===== src/sv/kwm_pkg.sv =====
`timescale 1ns / 1ps
package kwm_pkg;

    localparam int NUM_LISTS   = 8;
    localparam int LIST_DEPTH  = 256;
    localparam int VALUE_WIDTH = 32;

    localparam int LIST_W = (NUM_LISTS > 1) ? $clog2(NUM_LISTS) : 1;
    localparam int POS_W  = $clog2(LIST_DEPTH);
    localparam int CNT_W  = $clog2(LIST_DEPTH + 1);
    localparam int ADDR_W = LIST_W + POS_W;
    localparam int L1_N   = (NUM_LISTS + 1) / 2;

    typedef enum logic [1:0] {
        REQ_LOAD  = 2'd0,
        REQ_POP   = 2'd1,
        REQ_CLEAR = 2'd2
    } t_req;

    localparam logic [0:0] CFG_LISTS  = 1'd0;
    localparam logic [0:0] CFG_SIGNED = 1'd1;

    typedef struct packed {
        logic              found;
        logic [LIST_W-1:0] idx;
    } t_sel_res;

endpackage


===== src/sv/kwm_sel.sv =====
`timescale 1ns / 1ps
module kwm_sel (
    input  logic                           i_clk,
    input  logic                           i_rst_n,
    input  logic                           i_start,
    input  logic [kwm_pkg::VALUE_WIDTH-1:0] i_keys [kwm_pkg::NUM_LISTS],
    input  logic [kwm_pkg::NUM_LISTS-1:0]   i_mask,
    output logic                           o_done,
    output kwm_pkg::t_sel_res              o_res
);

    import kwm_pkg::*;

    typedef struct packed {
        logic                   found;
        logic [LIST_W-1:0]      idx;
        logic [VALUE_WIDTH-1:0] key;
    } t_cand;

    // a wins ties, so a must hold the lower list index
    function automatic t_cand pick(t_cand a, t_cand b);
        t_cand w;
        w = a;
        if (b.found && (!a.found || b.key < a.key)) begin
            w = b;
        end
        return w;
    endfunction

    t_cand    n_l1 [L1_N];
    t_cand    r_l1 [L1_N];
    logic     r_l1_v;
    t_cand    n_fin;
    t_sel_res r_res;
    logic     r_done;

    // first level: pairs of heads
    always_comb begin
        t_cand a;
        t_cand b;
        for (int j = 0; j < L1_N; j++) begin
            a.found = i_mask[2*j];
            a.idx   = LIST_W'(2*j);
            a.key   = i_keys[2*j];
            if (2*j + 1 < NUM_LISTS) begin
                b.found = i_mask[2*j+1];
                b.idx   = LIST_W'(2*j + 1);
                b.key   = i_keys[2*j+1];
                n_l1[j] = pick(a, b);
            end else begin
                b       = a;
                n_l1[j] = a;
            end
        end
    end

    // second level: walk the pair winners in index order
    always_comb begin
        n_fin = r_l1[0];
        for (int j = 1; j < L1_N; j++) begin
            n_fin = pick(n_fin, r_l1[j]);
        end
    end

    always_ff @(posedge i_clk) begin
        if (i_start) begin
            r_l1 <= n_l1;
        end
        if (r_l1_v) begin
            r_res.found <= n_fin.found;
            r_res.idx   <= n_fin.idx;
        end
    end

    always_ff @(posedge i_clk) begin
        if (!i_rst_n) begin
            r_l1_v <= 1'b0;
            r_done <= 1'b0;
        end else begin
            r_l1_v <= i_start;
            r_done <= r_l1_v;
        end
    end

    assign o_done = r_done;
    assign o_res  = r_res;

endmodule


===== config.mk =====
export PLATFORM = sky130hd
export DESIGN_NAME = kwm_sel
export DESIGN_NICKNAME = d
export VERILOG_FILES = /design/src/sv/kwm_pkg.sv /design/src/sv/kwm_sel.sv
export SDC_FILE = /design/constraint.sdc
export NUM_CORES = 1
export LEC_CHECK = 0
export ABC_AREA = 1
export BUFFER_PORTS_ARGS = -buffer_cell sky130_fd_sc_hd__buf_2
export CORE_MARGIN = 2
export CORE_UTILIZATION = 50
export CTS_CLUSTER_SIZE = 25
export DETAILED_ROUTE_END_ITERATION = 10
export PLACE_DENSITY = 0.73
export SLEW_MARGIN = 20
export SYNTH_ARGS = -nofsm -noshare
export SYNTH_HDL_FRONTEND = slang
export SYNTH_SLANG_ARGS = --single-unit

===== constraint.sdc =====
create_clock -name i_clk -period 5.7 [get_ports i_clk]
set_input_delay 0.855 -clock i_clk [delete_from_list [all_inputs] [get_ports i_clk]]
set_output_delay 0.855 -clock i_clk [all_outputs]
set_load 0.01 [all_outputs]

# After elaboration in Yosys (flattened, before gate mapping)
# Cells that the tools add are included.
# word_totals
inputBits	267
ff_bits	150
out_inout_bits	5
elab_cells	51
# classes
mux	7
reduce_logical	21
magnitude_cmp	7
# ops
op	n
36-bit two-way mux	7
32-bit < comparator	7
1-bit logical AND	7
1-bit zero test	7
1-bit logical OR	7

# Depth between registers and ports, before layout
# Gate-level depths: netlist (run 1).
# logic_depth
word_depth	12
ltp_mapped	48
mapped_depth_nobuf	46

# Least setup slack after synthesis (run 1)
# Ideal clock, no wire load.
# synth_path
path_type	register to register
from	register r_l1[77] (netlist name)
to	register r_res (netlist bit o_res[0]) (data pin)
slack_ns	0.661
setup_time_ns	0.252
required_ns	5.448
path_buffers	3
arrival_time_ns	4.786
path_stages_with_launch	38
synth_period_minus_slack_ns	5.039
cell_sequence	edfxtp_1 ha_1 a21oi_1 nor2_1 nor3_2 nand2_1 nand2_1 nand2_1 nand2_1 nand2_1 nand2_2 nand2_4 clkbuf_1 nand2_1 o21ai_0 ha_1 nand4_1 or3_1 (+2 left out) nand2_1 nand2_2 nand2_2 clkbuf_1 clkbuf_1 nand2_1 o21ai_0 ha_1 a21oi_1 nor2_1 a211oi_1 o221ai_1 a221oi_1 nand2_1 nand2_2 nand2_2 nand2_1 nand2_1
# synth_lines
element	line	rtl
start, declared	kwm_sel.sv:31	t_cand r_l1 [L1_N];
start signal, assigned	kwm_sel.sv:67	r_l1 <= n_l1;
end, declared	kwm_sel.sv:34	t_sel_res r_res;

==> impl_metrics.json, run 1 <==
{
  "syn_area_mm2": 0.0114,
  "synthMostInstantiatedCell": "nand2_1",
  "fp.dieW_um": 155,
  "place.gp.congestion": 0.856,
  "antenna_left": 0,
  "total_power_mw": 3.51,
  "coreArea_mm2": 0.0226,
  "tightest_slew_ns": 0.887,
  "cts_hold_buffers": 0,
  "num_vias": 10400,
  "cts_tree": "yes",
  "ctsHtreeMaxLevel": 4,
  "avgSynthCellArea_um2": 8.41,
  "drv_cap": 0,
  "rows": 55,
  "grt_max_degree": 94,
  "crit_family": "compound AO/OA/AOI/OAI gates",
  "nets": 2116,
  "antenna_cells": 0,
  "cp.arrival_ns": 5.52,
  "setup_ws_ns": 0.360,
  "slowest_delay_ns": 0.42,
  "finish.instance_area_mm2": 0.0140,
  "start_kind": "flip-flop",
  "die_h_um": 155,
  "antenna_found_initial": 0,
  "cp-end-kind": "flip-flop",
  "required_ns": 5.88,
  "vias_per_cell": 5.40,
  "relSlewSlack_pct": 40.8,
  "synth_largest_area_cell": "edfxtp_1",
  "met1_usage_pct": 30.5,
  "period_share_pct": 93.7,
  "synth_top_area_share_pct": 36.7,
  "crit_buf_inv": 1,
  "grt_pass1_wl_um": 45400,
  "cp_max_fo": 17,
  "syn-instance-count": 1360,
  "start_util_pct": 50.7,
  "post-route-drc-count": 0,
  "p_leak_nw": 6.98,
  "dieArea_mm2": 0.0241,
  "yosysSeqAreaShare_pct": 37.1,
  "min_period_ns": 5.34,
  "synth_seq_cells": 142,
  "run_status": "finished, final reports clean",
  "grt.busiest_layer": "met2",
  "hold_class": "flip-flop to flip-flop",
  "synth_commonest_cells": "nand2_1 (321), ha_1 (217), o21ai_0 (201)",
  "max_freq_mhz": 187,
  "grt.total_usage_pct": 23.8,
  "synth-edff-count": 140,
  "pre_cts_slack_ns": -0.0179,
  "drtIter0Drc": 687,
  "drv_slew": 0,
  "io_buffers": 271,
  "use_met3_pct": 3.57,
  "r2r_slack_ns": 0.36,
  "synth_ff_type": "edfxtp_1",
  "ir_worst_vdd_v": 0.000182,
  "clock_latency_ns": 0.43,
  "setup_viol": 0,
  "yosys_warnings": 0,
  "cts_num_sinks": 142,
  "firstDrtPassIters": 5,
  "yosys-top-cells-area": "edfxtp_1 (37%), ha_1 (24%), nand2_1 (11%)",
  "drive_above_1_share_pct": 21.6,
  "routedWlPerCell_um": 15.6,
  "numCtsBuffers": 17,
  "clock_path_buffers": 2,
  "netlist-cell-type-count": 35,
  "power.density_mw_per_mm2": 252,
  "grt_use_met2_pct": 42.5,
  "routed_wirelength_um": 30100,
  "grt_pass1_vias": 9577,
  "cts_root_buffer": "clkbuf_16",
  "finalClockSkew_ns": 0.00333,
  "critPathKind": "flip-flop to flip-flop",
  "grt.overflow.total": 0,
  "async_flop_share_pct": 0,
  "dp_hpwl_um": 23700,
  "cpMostUsedCell": "nand2_1",
  "area_growth_pct": 22.0,
  "io-pin-count": 272,
  "clkTransAtPathRegs_ns": 0.06,
  "syn-num-nets": 1844,
  "crit_slowest_cell": "edfxtp_1",
  "dpl_cell_area_mm2": 0.0131,
  "hold_violations": 0
}
-- metal layers --
layer	share of wire [%]	vias up	wire, um
met5	0	-	0
met4	1.4	0	435
met3	5.1	42	1530
met2	49	314	14900
met1	44	4787	13300
li1	-	5276	-
-- kinds of logic after synthesis --
family                   Yosys count  synth area share (%)
AND/OR/NAND/NOR                  422                  15.1
adder cells (fa/ha/maj)          217                  23.7
flip-flops                       142                  37.1
AO/OA/AOI/OAI                    348                  16.5
buffers and inverters            231                  7.58
-- power by group --
| group | internal [mW] | total [mW] | switching (mW) | leakage (nW) |
|---|---|---|---|---|
| clock network | 0.609 | 1.04 | 0.429 | 0.256 |
| registers | 1.29 | 1.35 | 0.0638 | 1.38 |
| logic | 0.463 | 1.13 | 0.664 | 5.34 |
| total | 2.36 | 3.51 | 1.16 | 6.98 |
-- cell usage in the layout (no fill, tap or decap), types with 6 or more instances in the layout --
cell type,Yosys,final
o21ai_0,201,176
inv_2,4,6
nand3_1,16,16
nor2_1,36,36
nand2_1,321,318
a21oi_1,97,94
nand4_1,20,20
buf_4,0,9
o21ai_1,1,25
nand2_2,6,7
inv_1,190,188
ha_1,217,216
clkbuf_16,0,20
nor3_1,9,9
o221ai_1,8,7
buf_2,0,270
edfxtp_1,140,140
o211ai_1,9,9
a211oi_1,9,6
or2_2,6,6
-- final timing paths --
| kind | startpoint | end | cells after the start |
|---|---|---|---|
| setup / recovery | r_l1[83]$_DFFE_PP_ | o_res[0]$_DFFE_PP_ | 33 |
| hold / removal | r_l1_v$_SDFF_PN0_ | o_done$_SDFF_PN0_ | 2 |
| setup reg to reg | r_l1[83]$_DFFE_PP_ | o_res[0]$_DFFE_PP_ | 33 |
| hold reg to reg | r_l1_v$_SDFF_PN0_ | o_done$_SDFF_PN0_ | 2 |
-- worst min-delay path: cells and delay by family (launching register included) --
kind	cells	cell delay, ns
simple gates	1	0.09
flops	1	0.36
buf+inv	1	0.03
-- registers in the layout, summed over array words and instances (netlist names) --
signal	count
r_l1	136
o_res	4
o_done	1
r_l1_v	1
-- what timing repair did --
item	4_1_cts	5_1_grt
gates cloned	0	6
pin swaps	0	7
buffers inserted	0	4
endpoints found under the setup margin	1	3
resized for setup	1	53
-- cell type report --
type | count | area, um^2
fillers | 1969 | 8610
inverters | 194 | 728
well taps | 285 | 357
flip-flops and latches | 142 | 4240
repair buffers | 287 | 1590
clock inverters | 10 | 92.6
clock buffers | 22 | 454
multi-input cells | 990 | 6500
-- per-stage QoR --
stage               std cells  setup TNS, ns  util (%)  hold WS, ns
floorplan                1360              0         -        0.472
detailed placement       1888        -0.0179      58.2        0.511
global placement         1888              0      58.2        0.506
finish                   1930              0      61.8        0.517
global route             1930         -0.142      61.8        0.553
CTS                      1920              0      60.6        0.519
No activity file was read; power rests on OpenSTA's default activity.
==> run 2, diff against run 1 <==
Clock period 5.7 ns to 5.45 ns, I/O delays scaled along.
==> run 2 against run 1 <==
- critical path type unchanged
- power up 15%
- final cell count up 0.98%
- register-to-register slack worse by 0.22 ns
==> impl_metrics.json, run 2 (synthesized netlist as in run 1, its figures left out) <==
{
  "coreArea_mm2": 0.0226,
  "cp-end-kind": "flip-flop",
  "required_ns": 5.64,
  "antenna_cells": 0,
  "power.density_mw_per_mm2": 279,
  "start_kind": "flip-flop",
  "relSlewSlack_pct": 41.7,
  "clock_latency_ns": 0.43,
  "nets": 2135,
  "cpMostUsedCell": "nand2_1",
  "critPathKind": "flip-flop to flip-flop",
  "num_vias": 10400,
  "die_h_um": 155,
  "layout_commonest_cell": "nand2_1",
  "start_util_pct": 50.7,
  "hold_class": "flip-flop to flip-flop",
  "io-pin-count": 272,
  "firstDrtPassIters": 4,
  "p_leak_nw": 7.17,
  "setup_ws_ns": 0.140,
  "setup_viol": 0,
  "area_growth_pct": 26.2,
  "dp_hpwl_um": 23600,
  "slowest_delay_ns": 0.42,
  "grt_max_degree": 92,
  "grt_pass1_wl_um": 45900,
  "period_share_pct": 97.4,
  "crit_slowest_cell": "edfxtp_1",
  "io_buffers": 271,
  "run_status": "finished, final reports clean",
  "cts_num_sinks": 142,
  "place.gp.congestion": 0.918,
  "routed_wirelength_um": 30700,
  "final_util_pct": 64.0,
  "rows": 55,
  "clkTransAtPathRegs_ns": 0.06,
  "largest_register_ffs": 136,
  "drv_cap": 0,
  "post-route-drc-count": 0,
  "cp.arrival_ns": 5.50,
  "dpl_cell_area_mm2": 0.0132,
  "p_comb_share_pct": 32.7,
  "fp.dieW_um": 155,
  "pre_cts_slack_ns": -0.291,
  "grt.overflow.total": 0,
  "finish.instance_area_mm2": 0.0144,
  "rsz0062_at_grt": "yes",
  "seqPwrFrac_pct": 35.1,
  "internal_power_mw": 2.73,
  "clock_path_buffers": 2,
  "clockPowerShare_pct": 32.2,
  "switching_share_pct": 32.4,
  "drive_above_1_share_pct": 25.5,
  "finalClockSkew_ns": 0.00900,
  "grt_pass1_vias": 9770,
  "grt.total_usage_pct": 24.0,
  "cp_max_fo": 9,
  "dieArea_mm2": 0.0241,
  "min_period_ns": 5.31,
  "numCtsBuffers": 17,
  "net-switching-power_mw": 1.31,
  "vias_per_cell": 5.36,
  "drtIter0Drc": 662,
  "largest-register": "r_l1",
  "ir_worst_vdd_v": 0.000192,
  "mostFrequentLayoutCells": "nand2_1 (311), buf_2 (270), ha_1 (209), inv_1 (186), o21ai_0 (167)",
  "antenna_left": 0,
  "drv_slew": 0,
  "max_freq_mhz": 188,
  "ctsHtreeMaxLevel": 4,
  "cts_root_buffer": "clkbuf_16",
  "routedWlPerCell_um": 15.8,
  "tightest_slew_ns": 0.874,
  "cts_tree": "yes",
  "antenna_found_initial": 0,
  "hold_violations": 0
}
## run 2: cell types whose count changed in the layout (fill, tap and decap cells not counted), sizes merged
| cell | change |
|---|---|
| buf | +19 |
| clkbuf | -5 |
| inv | +5 |
| bufinv | +4 |
| clkinvlp | -3 |
| clkinv | -1 |
## run 2: what timing repair did
item | in CTS | in global routing
hold buffers | 0 | 0
gates cloned | 0 | 6
buffers inserted | 0 | 15
resized for setup | 10 | 107
hold endpoints to repair | 0 | 0
setup endpoints to repair | 3 | 3
pin swaps | 1 | 26
## run 2: path summary, 6_finish.rpt
| check | start | to | slack [ns] | cells after the start |
|---|---|---|---|---|
| worst min-delay path | r_l1_v$_SDFF_PN0_ | o_done$_SDFF_PN0_ | 0.53 | 2 |
| worst min register to register | r_l1_v$_SDFF_PN0_ | o_done$_SDFF_PN0_ | 0.53 | 2 |
| worst max-delay path | r_l1[83]$_DFFE_PP_ | o_res[0]$_DFFE_PP_ | 0.14 | 36 |
| worst max register to register | r_l1[83]$_DFFE_PP_ | o_res[0]$_DFFE_PP_ | 0.14 | 36 |
## run 2: through the flow
step / cells / setup TNS [ns] / power [mW] / hold WS, ns
2_1_floorplan: 1360 / 0 / 2.10 / 0.472
3_3_place_gp: 1896 / -0.472 / 2.49 / 0.509
3_5_place_dp: 1896 / -0.788 / 2.53 / 0.525
4_1_cts: 1928 / 0 / 3.84 / 0.527
5_1_grt: 1949 / -0.710 / 4.28 / 0.565
6_report: 1949 / 0 / 4.04 / 0.531
## run 2: critical path: cells and delay by family, from the launching register on
family / cells / cell delay, ns
and+or+nand+nor: 24 / 2.43
adders and majority gates: 3 / 0.93
AOI/OAI and AO/OA: 5 / 0.72
buffers and inverters: 4 / 0.56
DFF: 1 / 0.42
## run 2: metal layers
metal | up-vias | track usage (%) | wire [um]
li1 | 5308 | - | -
met1 | 4779 | 30.3 | 13400
met2 | 310 | 42.7 | 15400
met3 | 43 | 3.84 | 1410
met4 | 0 | 6.42 | 545
met5 | - | 0 | 0
## run 2: area by class of cell
| cell class | instances | area (um^2) |
|---|---|---|
| Inverter | 194 | 728 |
| Multi-Input combinational cell | 990 | 6710 |
| Tap cell | 285 | 357 |
| Clock buffer | 17 | 425 |
| Timing Repair Buffer | 306 | 1750 |
| Clock inverter | 15 | 231 |
| Sequential cell | 142 | 4240 |
| Fill cell | 1876 | 8130 |
## run 2: power by group through the flow
stage	clock, mW	sequential, mW	combinational (mW)
4_1_cts	1.32	1.41	1.12
2_1_floorplan	0	1.40	0.702
3_5_place_dp	0	1.42	1.10
3_3_place_gp	0	1.43	1.06
6_report	1.30	1.42	1.32
5_1_grt	1.36	1.43	1.49
